==> src/design/awm_pkg.sv <==
// Shared types and constants of the anagram window matcher.
package awm_pkg;

	localparam int MODE_W = 2;
	localparam int LETTER_W = 5;

	localparam logic [MODE_W-1:0] MODE_CLEAR = 2'd0;
	localparam logic [MODE_W-1:0] MODE_PATTERN = 2'd1;
	localparam logic [MODE_W-1:0] MODE_TEXT = 2'd2;

	localparam int QUEUE_DEPTH = 4;
	localparam int QPTR_W = $clog2(QUEUE_DEPTH);
	localparam int QCNT_W = $clog2(QUEUE_DEPTH + 1);

	typedef enum logic [1:0] {
		OP_CLEAR = 2'd0,
		OP_PATTERN = 2'd1,
		OP_TEXT = 2'd2
	} awm_op_kind_t;

	typedef struct packed {
		awm_op_kind_t kind;
		logic [LETTER_W-1:0] letter;
	} awm_op_t;

endpackage

==> src/design/awm_if.sv <==
// Valid/ready channel interfaces for letter items and match results.
interface awm_item_if;
	logic valid;
	logic ready;
	logic [awm_pkg::MODE_W-1:0] mode;
	logic [awm_pkg::LETTER_W-1:0] letter;

	modport source (output valid, output mode, output letter, input ready);
	modport sink (input valid, input mode, input letter, output ready);
endinterface

interface awm_match_if #(parameter int INDEX_BITS = 24);
	logic valid;
	logic ready;
	logic [INDEX_BITS-1:0] start_index;

	modport source (output valid, output start_index, input ready);
	modport sink (input valid, input start_index, output ready);
endinterface

==> src/design/awm_front.sv <==
// Front end: accepts items, decodes the mode and drops items that carry no work.
module awm_front #(
	parameter int ALPHABET = 26
) (
	awm_item_if.sink items,
	output logic push_valid,
	output awm_pkg::awm_op_t push_op,
	input logic push_ready
);

	logic letter_ok;
	logic keep;

	assign letter_ok = (int'(items.letter) < ALPHABET);

	always_comb begin
		keep = 1'b0;
		push_op.kind = awm_pkg::OP_CLEAR;
		push_op.letter = items.letter;
		unique case (items.mode)
			awm_pkg::MODE_CLEAR: begin
				keep = 1'b1;
				push_op.kind = awm_pkg::OP_CLEAR;
			end
			awm_pkg::MODE_PATTERN: begin
				keep = letter_ok;
				push_op.kind = awm_pkg::OP_PATTERN;
			end
			awm_pkg::MODE_TEXT: begin
				keep = letter_ok;
				push_op.kind = awm_pkg::OP_TEXT;
			end
			default: begin
				keep = 1'b0;
			end
		endcase
	end

	assign items.ready = push_ready;
	assign push_valid = items.valid && keep;

endmodule

==> src/design/awm_queue.sv <==
// Short operation queue between the front end and the back end.
module awm_queue (
	input logic clk,
	input logic arst_n,
	input logic push_valid,
	input awm_pkg::awm_op_t push_op,
	output logic push_ready,
	input logic pop,
	output logic head_valid,
	output awm_pkg::awm_op_t head_op
);

	awm_pkg::awm_op_t entry_q [awm_pkg::QUEUE_DEPTH];
	logic [awm_pkg::QPTR_W-1:0] wr_q;
	logic [awm_pkg::QPTR_W-1:0] rd_q;
	logic [awm_pkg::QCNT_W-1:0] cnt_q;
	logic do_push;
	logic do_pop;

	assign push_ready = (cnt_q != awm_pkg::QCNT_W'(awm_pkg::QUEUE_DEPTH));
	assign head_valid = (cnt_q != '0);
	assign head_op = entry_q[rd_q];
	assign do_push = push_valid && push_ready;
	assign do_pop = pop && head_valid;

	always_ff @(posedge clk) begin
		if (do_push) begin
			entry_q[wr_q] <= push_op;
		end
	end

	always_ff @(posedge clk or negedge arst_n) begin
		if (!arst_n) begin
			wr_q <= '0;
			rd_q <= '0;
			cnt_q <= '0;
		end else begin
			if (do_push) begin
				wr_q <= wr_q + 1'b1;
			end
			if (do_pop) begin
				rd_q <= rd_q + 1'b1;
			end
			if (do_push && !do_pop) begin
				cnt_q <= cnt_q + 1'b1;
			end else if (do_pop && !do_push) begin
				cnt_q <= cnt_q - 1'b1;
			end
		end
	end

endmodule

==> src/design/awm_back.sv <==
// Back end: delay line, histograms, window compare and result register.
module awm_back #(
	parameter int MAX_PATTERN = 256,
	parameter int ALPHABET = 26,
	parameter int INDEX_BITS = 24
) (
	input logic clk,
	input logic arst_n,
	input logic head_valid,
	input awm_pkg::awm_op_t head_op,
	output logic pop,
	awm_match_if.source hits
);

	localparam int AW = (MAX_PATTERN > 1) ? $clog2(MAX_PATTERN) : 1;
	localparam int CW = $clog2(MAX_PATTERN + 1);
	localparam int DW = CW + 1;
	localparam logic [CW-1:0] MAX_C = CW'(MAX_PATTERN);
	localparam logic [AW-1:0] LAST_A = AW'(MAX_PATTERN - 1);

	logic [awm_pkg::LETTER_W-1:0] line_mem [MAX_PATTERN];

	logic [CW-1:0] plen_q;
	logic [CW-1:0] fill_q;
	logic [AW-1:0] wptr_q;
	logic [INDEX_BITS-1:0] pos_q;

	logic clr_s1, pat_s1, txt_s1, dec_s1, chk_s1;
	logic [awm_pkg::LETTER_W-1:0] letter_s1;
	logic [awm_pkg::LETTER_W-1:0] gone_s1;
	logic [INDEX_BITS-1:0] start_s1;

	logic [CW-1:0] win_q [ALPHABET];
	logic [CW-1:0] pat_q [ALPHABET];
	logic chk_s2;
	logic [INDEX_BITS-1:0] start_s2;

	logic out_valid_q;
	logic [INDEX_BITS-1:0] start_q;

	logic advance;
	logic is_clr, is_pat, is_txt;
	logic pat_take, txt_win;
	logic [CW-1:0] fill_next;
	logic [DW-1:0] wp_ext, pl_ext;
	logic [AW-1:0] raddr;
	logic eq;

	assign advance = !out_valid_q || hits.ready;
	assign pop = advance && head_valid;

	always_comb begin
		is_clr = 1'b0;
		is_pat = 1'b0;
		is_txt = 1'b0;
		unique case (head_op.kind)
			awm_pkg::OP_CLEAR: is_clr = 1'b1;
			awm_pkg::OP_PATTERN: is_pat = 1'b1;
			awm_pkg::OP_TEXT: is_txt = 1'b1;
			default: is_clr = 1'b0;
		endcase
	end

	assign pat_take = is_pat && (fill_q == '0) && (plen_q < MAX_C);
	assign txt_win = is_txt && (plen_q != '0);
	assign fill_next = (fill_q < MAX_C) ? fill_q + 1'b1 : fill_q;
	assign wp_ext = DW'(wptr_q);
	assign pl_ext = DW'(plen_q);
	assign raddr = (wp_ext >= pl_ext) ? AW'(wp_ext - pl_ext)
		: AW'(wp_ext + DW'(MAX_PATTERN) - pl_ext);

	// Read the outgoing letter before this write lands.
	always_ff @(posedge clk) begin
		if (pop) begin
			gone_s1 <= line_mem[raddr];
			letter_s1 <= head_op.letter;
			start_s1 <= pos_q + INDEX_BITS'(1) - INDEX_BITS'(plen_q);
		end
		if (pop && txt_win) begin
			line_mem[wptr_q] <= head_op.letter;
		end
	end

	always_ff @(posedge clk or negedge arst_n) begin
		if (!arst_n) begin
			plen_q <= '0;
			fill_q <= '0;
			wptr_q <= '0;
			pos_q <= '0;
			clr_s1 <= 1'b0;
			pat_s1 <= 1'b0;
			txt_s1 <= 1'b0;
			dec_s1 <= 1'b0;
			chk_s1 <= 1'b0;
		end else if (advance) begin
			clr_s1 <= pop && is_clr;
			pat_s1 <= pop && pat_take;
			txt_s1 <= pop && txt_win;
			dec_s1 <= pop && txt_win && (fill_q >= plen_q);
			chk_s1 <= pop && txt_win && (fill_next >= plen_q);
			if (pop) begin
				if (is_clr) begin
					plen_q <= '0;
					fill_q <= '0;
					wptr_q <= '0;
					pos_q <= '0;
				end else if (pat_take) begin
					plen_q <= plen_q + 1'b1;
				end else if (is_txt) begin
					pos_q <= pos_q + 1'b1;
					if (txt_win) begin
						fill_q <= fill_next;
						wptr_q <= (wptr_q == LAST_A) ? '0 : wptr_q + 1'b1;
					end
				end
			end
		end
	end

	always_ff @(posedge clk or negedge arst_n) begin
		if (!arst_n) begin
			for (int k = 0; k < ALPHABET; k++) begin
				win_q[k] <= '0;
				pat_q[k] <= '0;
			end
			chk_s2 <= 1'b0;
		end else if (advance) begin
			chk_s2 <= chk_s1;
			for (int k = 0; k < ALPHABET; k++) begin
				if (clr_s1) begin
					win_q[k] <= '0;
					pat_q[k] <= '0;
				end else begin
					if (pat_s1 && int'(letter_s1) == k) begin
						pat_q[k] <= pat_q[k] + 1'b1;
					end
					if (txt_s1 && int'(letter_s1) == k
						&& !(dec_s1 && int'(gone_s1) == k)) begin
						win_q[k] <= win_q[k] + 1'b1;
					end else if (dec_s1 && int'(gone_s1) == k
						&& !(txt_s1 && int'(letter_s1) == k) && win_q[k] != '0) begin
						win_q[k] <= win_q[k] - 1'b1;
					end
				end
			end
		end
	end

	always_ff @(posedge clk) begin
		if (advance) begin
			start_s2 <= start_s1;
			start_q <= start_s2;
		end
	end

	always_comb begin
		eq = 1'b1;
		for (int k = 0; k < ALPHABET; k++) begin
			if (win_q[k] != pat_q[k]) begin
				eq = 1'b0;
			end
		end
	end

	always_ff @(posedge clk or negedge arst_n) begin
		if (!arst_n) begin
			out_valid_q <= 1'b0;
		end else if (advance) begin
			out_valid_q <= chk_s2 && eq;
		end
	end

	assign hits.valid = out_valid_q;
	assign hits.start_index = start_q;

endmodule

==> src/design/anagram_window_matcher_unit.sv <==
// Top level of the sliding-window anagram matcher.
//
//   channel   dir   payload                    transfer when
//   items     in    mode[1:0], letter[4:0]     items.valid && items.ready
//   hits      out   start_index[INDEX_BITS-1:0] hits.valid && hits.ready
//
// One item per cycle sustained while hits.ready holds; a match passes through the queue register,
// the delay-line read port, the histogram register, then the result register.
// Reset clears histograms, lengths, positions and the queue; the delay line is not
// cleared and needs no clearing pass.
// A stalled result holds the back end; the queue of four operations keeps items flowing
// in until it fills.
module anagram_window_matcher_unit #(
	parameter int MAX_PATTERN = 256,
	parameter int ALPHABET = 26,
	parameter int INDEX_BITS = 24
) (
	input logic clk,
	input logic arst_n,
	awm_item_if.sink items,
	awm_match_if.source hits
);

	logic push_valid;
	logic push_ready;
	awm_pkg::awm_op_t push_op;
	logic pop;
	logic head_valid;
	awm_pkg::awm_op_t head_op;

	awm_front #(
		.ALPHABET(ALPHABET)
	) u_front (
		.items(items),
		.push_valid(push_valid),
		.push_op(push_op),
		.push_ready(push_ready)
	);

	awm_queue u_queue (
		.clk(clk),
		.arst_n(arst_n),
		.push_valid(push_valid),
		.push_op(push_op),
		.push_ready(push_ready),
		.pop(pop),
		.head_valid(head_valid),
		.head_op(head_op)
	);

	awm_back #(
		.MAX_PATTERN(MAX_PATTERN),
		.ALPHABET(ALPHABET),
		.INDEX_BITS(INDEX_BITS)
	) u_back (
		.clk(clk),
		.arst_n(arst_n),
		.head_valid(head_valid),
		.head_op(head_op),
		.pop(pop),
		.hits(hits)
	);

endmodule
==> src/flat_wrapper.sv <==
// flat-port wrapper written by rule: the top's interface ports become plain ports
module anagram_window_matcher_unit_flat 
#(
	parameter int MAX_PATTERN = 256,
	parameter int ALPHABET = 26,
	parameter int INDEX_BITS = 24
)
  (clk, arst_n, items_valid, items_mode, items_letter, items_ready, hits_valid, hits_start_index, hits_ready);
  awm_item_if items_i ();
  awm_match_if #(.INDEX_BITS(INDEX_BITS)) hits_i ();
  input logic clk;
  input logic arst_n;
  input wire logic [$bits(items_i.valid)-1:0] items_valid;
  input wire logic [$bits(items_i.mode)-1:0] items_mode;
  input wire logic [$bits(items_i.letter)-1:0] items_letter;
  output wire logic [$bits(items_i.ready)-1:0] items_ready;
  output wire logic [$bits(hits_i.valid)-1:0] hits_valid;
  output wire logic [$bits(hits_i.start_index)-1:0] hits_start_index;
  input wire logic [$bits(hits_i.ready)-1:0] hits_ready;
  assign items_i.valid = items_valid;
  assign items_i.mode = items_mode;
  assign items_i.letter = items_letter;
  assign items_ready = items_i.ready;
  assign hits_valid = hits_i.valid;
  assign hits_start_index = hits_i.start_index;
  assign hits_i.ready = hits_ready;
  anagram_window_matcher_unit #(.MAX_PATTERN(MAX_PATTERN), .ALPHABET(ALPHABET), .INDEX_BITS(INDEX_BITS)) u_core (.clk(clk), .arst_n(arst_n), .items(items_i), .hits(hits_i));
endmodule
==> config.mk <==
export PLATFORM = sky130hd
export DESIGN_NAME = anagram_window_matcher_unit_flat
export DESIGN_NICKNAME = d
export VERILOG_FILES = /design/src/design/awm_pkg.sv /design/src/design/awm_if.sv /design/src/design/awm_front.sv /design/src/design/awm_queue.sv /design/src/design/awm_back.sv /design/src/design/anagram_window_matcher_unit.sv /design/src/flat_wrapper.sv
export SDC_FILE = /design/constraint.sdc
export NUM_CORES = 2
export LEC_CHECK = 0
export ABC_AREA = 0
export BUFFER_PORTS_ARGS = -buffer_cell sky130_fd_sc_hd__clkbuf_2
export CELL_PAD_IN_SITES_DETAIL_PLACEMENT = 1
export CELL_PAD_IN_SITES_GLOBAL_PLACEMENT = 2
export CORE_UTILIZATION = 35
export DETAILED_ROUTE_END_ITERATION = 10
export PLACE_DENSITY_LB_ADDON = 0.25
export SYNTH_ARGS = -nofsm -noshare
export SYNTH_HDL_FRONTEND = slang
export SYNTH_SLANG_ARGS = --single-unit
==> constraint.sdc <==
create_clock -name clk -period 4 [get_ports clk]
set_input_delay 0.4 -clock clk [delete_from_list [all_inputs] [get_ports clk]]
set_output_delay 0.4 -clock clk [all_outputs]
set_load 0.02 [all_outputs]
==> flow_summary.toml <==
[global_routing]
track_usage = 0.2284
first_global_vias = 60750
grt-ovfl-total = 0
grt_pass1_wl_microns = 433200
antenna_found_initial = 7
grt_max_degree = 124

[pwr]
irDropWorstVdd_mv = 0.8138
p_total_mw = 93.18
power_density_nw_per_um2 = 891.6
p_leak_nw = 38.02

[timing]
finalWorstSetupSlack_ns = -0.1221
hold_viol = 0
drv_slew = 0
relSlewSlack = 0.2375
rsz0062_at_grt = "true"
tightest_slew_ns = 1.137
skew_ns = 0.08460
setup_violations = 5
fmax_mhz = 242.6
fin_crit_ns = 4.122
fin_crit_sh = 1.031

[synthesis]
synth_fp_nets = 6826
synth_edf_count = 1390
synth_seq_cells = 1922
synth_common_cells = "edfxtp_1 (1390), nor2_1 (559), dfrtp_1 (532)"
synth_warnings = 0
synth_flop_cell = "edfxtp_1"
synth_top_area_cell = "edfxtp_1"
syn_inst = 6526
synth_top_area_frac = 0.4639
ys_seq_area_frac = 0.6119
synthTopCellsByArea = "edfxtp_1 (46%), dfrtp_1 (15%), mux4_2 (10%)"
ys_types = 80
yosysMostFrequentCell = "edfxtp_1"
syn-mean-instance-area_sq_um = 13.79
synth_area_sq_um = 89970
synthArstFlopShare = 0.2768

[place]
io_buffers = 36
pre_cts_ws_ns = -0.5055
finalWeightedCongestion = 0.9989
hpwl_microns = 211000
placed_cells = 10010

[critical_path]
endpoint_kind = "flip-flop"
ff2ff_path_depth = 14
cp.required_ns = 4.59
cp.arrival_ns = 4.72
crit_type = "flip-flop to flip-flop"
worstPathMaxFanout = 7
startpoint_type = "flip-flop"

[floorplan]
ioPinCount = 37
die-area_sq_um = 259100
core_area_sq_um = 254900
die_h_microns = 509.0
start_util = 0.3530
die_w_microns = 509.0
rows = 185

[clock_tree]
clock_latency_ns = 0.87
clock-sinks = 1922
root_buffer = "clkbuf_16"
cts_buffers = 212
cts_tree = "built"
cts.reportedPaths.clkPinSlew_ns = 0.06
htree_levels = 4
cts_buffer_depth = 3

[routing]
drc_errors = 0
drt-total-wl_microns = 294600
dr.pass1.iters = 5
vias_per_cell = 5.578
vias = 58240
wire_per_inst_microns = 28.22
drtIter0Drc = 4608
drtAntennaViolNets = 0

[final_layout]
fin_util = 0.4101
layoutNonFillerInstCount = 10440
syn_to_final_growth_pct = 16.15
final_layout_size_suffix_gt1_frac = 0.1858
nNetsFinal = 7193

[outcome]
outcome = "finished, violations left"
violations = "setup timing"

[hold_path]
whs_path_depth = 5
hold_path.class = "input port to flip-flop"

[flow_run]
drv_cap = 0
[flip-flops by register name, indices dropped and copies added, names as in the netlist, 2 cells and up]
signal,cells
u_core.u_back.pos_q,24
u_core.u_back.win_q,234
u_core.u_queue.cnt_q,3
u_core.u_back.gone_s1,5
u_core.u_back.letter_s1,5
u_core.u_back.hits.start_index,24
u_core.u_back.fill_q,9
u_core.u_back.plen_q,9
u_core.u_back.wptr_q,8
u_core.u_queue.rd_q,2
u_core.u_back.pat_q,234
u_core.u_queue.wr_q,2
u_core.u_back.start_s1,24
u_core.u_queue.entry_q,28
u_core.u_back.line_mem,1280
u_core.u_back.start_s2,24
[cell families (layout without fill, tap and decap cells)]
kind of cell | Yosys count | after routing | share of synthesized area
mux | 450 | 450 | 0.1069
xor+xnor | 407 | 407 | 0.03962
simple gates | 1781 | 1781 | 0.09392
flops | 1922 | 1922 | 0.6119
fa+ha+maj | 289 | 289 | 0.04261
other cells | 0 | 1 | 0
buf+inv | 626 | 1174 | 0.02862
compound gates | 1051 | 1051 | 0.07646
[metrics by stage]
stage / TNS, ns / cell area (sq um) / hold WS (ns)
final: -0.3091 / 104500 / 0.1853
after global routing: -0.5923 / 104500 / 0.1867
after CTS: -0.6835 / 104300 / 0.1150
after detailed placement: -2.030 / 96620 / 0.4057
after global placement: -2.356 / 96620 / 0.4003
after floorplan: 0 / 89970 / 0.1044
[placed cells by master (no fill, tap or decap), types with 20 or more instances in the layout]
cell        synthesis  final
a31oi_1            45     44
clkbuf_1          205     33
xor2_1            183    183
mux4_2            406    401
o21ai_0           331    329
nand4_1           111    111
nand3_1           146    146
buf_12              0     50
or3_1              56     55
ha_1              260    259
buf_4              16    334
clkinv_1            1     24
clkbuf_2            2     35
o22ai_1            63     63
edfxtp_1         1390   1390
a21oi_1           141    141
fa_1               29     28
mux2_2             26     25
nor2b_1            72     70
clkbuf_16           0    213
o41ai_1            52     52
nand2_1           453    453
o31ai_1           104     87
o31ai_2             3     20
a22o_1             80     75
nor2_1            559    553
clkinv_2            0     39
dfrtp_1           532    531
inv_1             337    333
and3_1             84     84
nor3_1             69     66
o21bai_1           28     28
a21boi_0           27     23
or2_2              25     24
clkinvlp_4          0     22
nand2b_1           43     43
nor4_1            108    107
a21o_1             64     64
xnor2_1           224    223
a221oi_1           53     37
[critical path, cell delays in order (launching register included)]
cell	delay, ns
dfrtp_1	0.39
inv_2	0.08
ha_4	0.14
inv_2	0.04
fa_4	0.86
buf_12	0.17
buf_12	0.13
buf_12	0.12
mux4_2	0.31
mux4_2	0.54
a22o_1	0.24
a221oi_4	0.28
buf_4	0.19
mux2i_1	0.07
mux2_4	0.27
[worst paths after layout]
kind	startpoint	end	slack, ns
max	u_core.u_back.wptr_q[0]	u_core.u_back.gone_s1[4]	-0.12
min	hits_ready	u_core.u_back.win_q[35]	0.19
max reg2reg	u_core.u_back.wptr_q[0]	u_core.u_back.gone_s1[4]	-0.12
min reg2reg	u_core.u_back.start_s2[17]	u_core.u_back.hits.start_index[17]	0.41
max in group asynchronous	arst_n	u_core.u_back.win_q[93]	2.64
min in group asynchronous	arst_n	u_core.u_back.win_q[88]	0.21
[metal layers]
metal,track usage,part of all wire,vias to the layer above
met4,0.09642,0.047,2
met1,0.3019,0.43,30700
met5,0,0.000054,-
li1,-,-,25510
met2,0.3783,0.48,1543
met3,0.02870,0.044,485
[power by group]
group	switching, mW	total (mW)	internal, mW
combinational	24.2	44.6	20.4
sequential	2.85	28.6	25.7
clock	8.65	20.0	11.4
[area by class of cell]
cell class              count  area [sq um]
diodes                      1         2.502
clock buffers             260          5635
clock inverters           135          1560
fillers                 25920        150300
inverters                 338          1271
multi-input cells        3978         32770
flip-flops and latches   1922         55060
well taps                3366          4212
repair buffers            441          3998
[what timing repair did]
item / in CTS / in global routing
pin swaps: 5 / 3
endpoints found under the hold margin: 104 / 0
buffers inserted: 8 / 13
hold buffers: 10 / 0
resized for setup: 32 / 29
endpoints found under the setup margin: 5 / 22
cloned: 4 / 1
(Power assumes the default switching activity.)
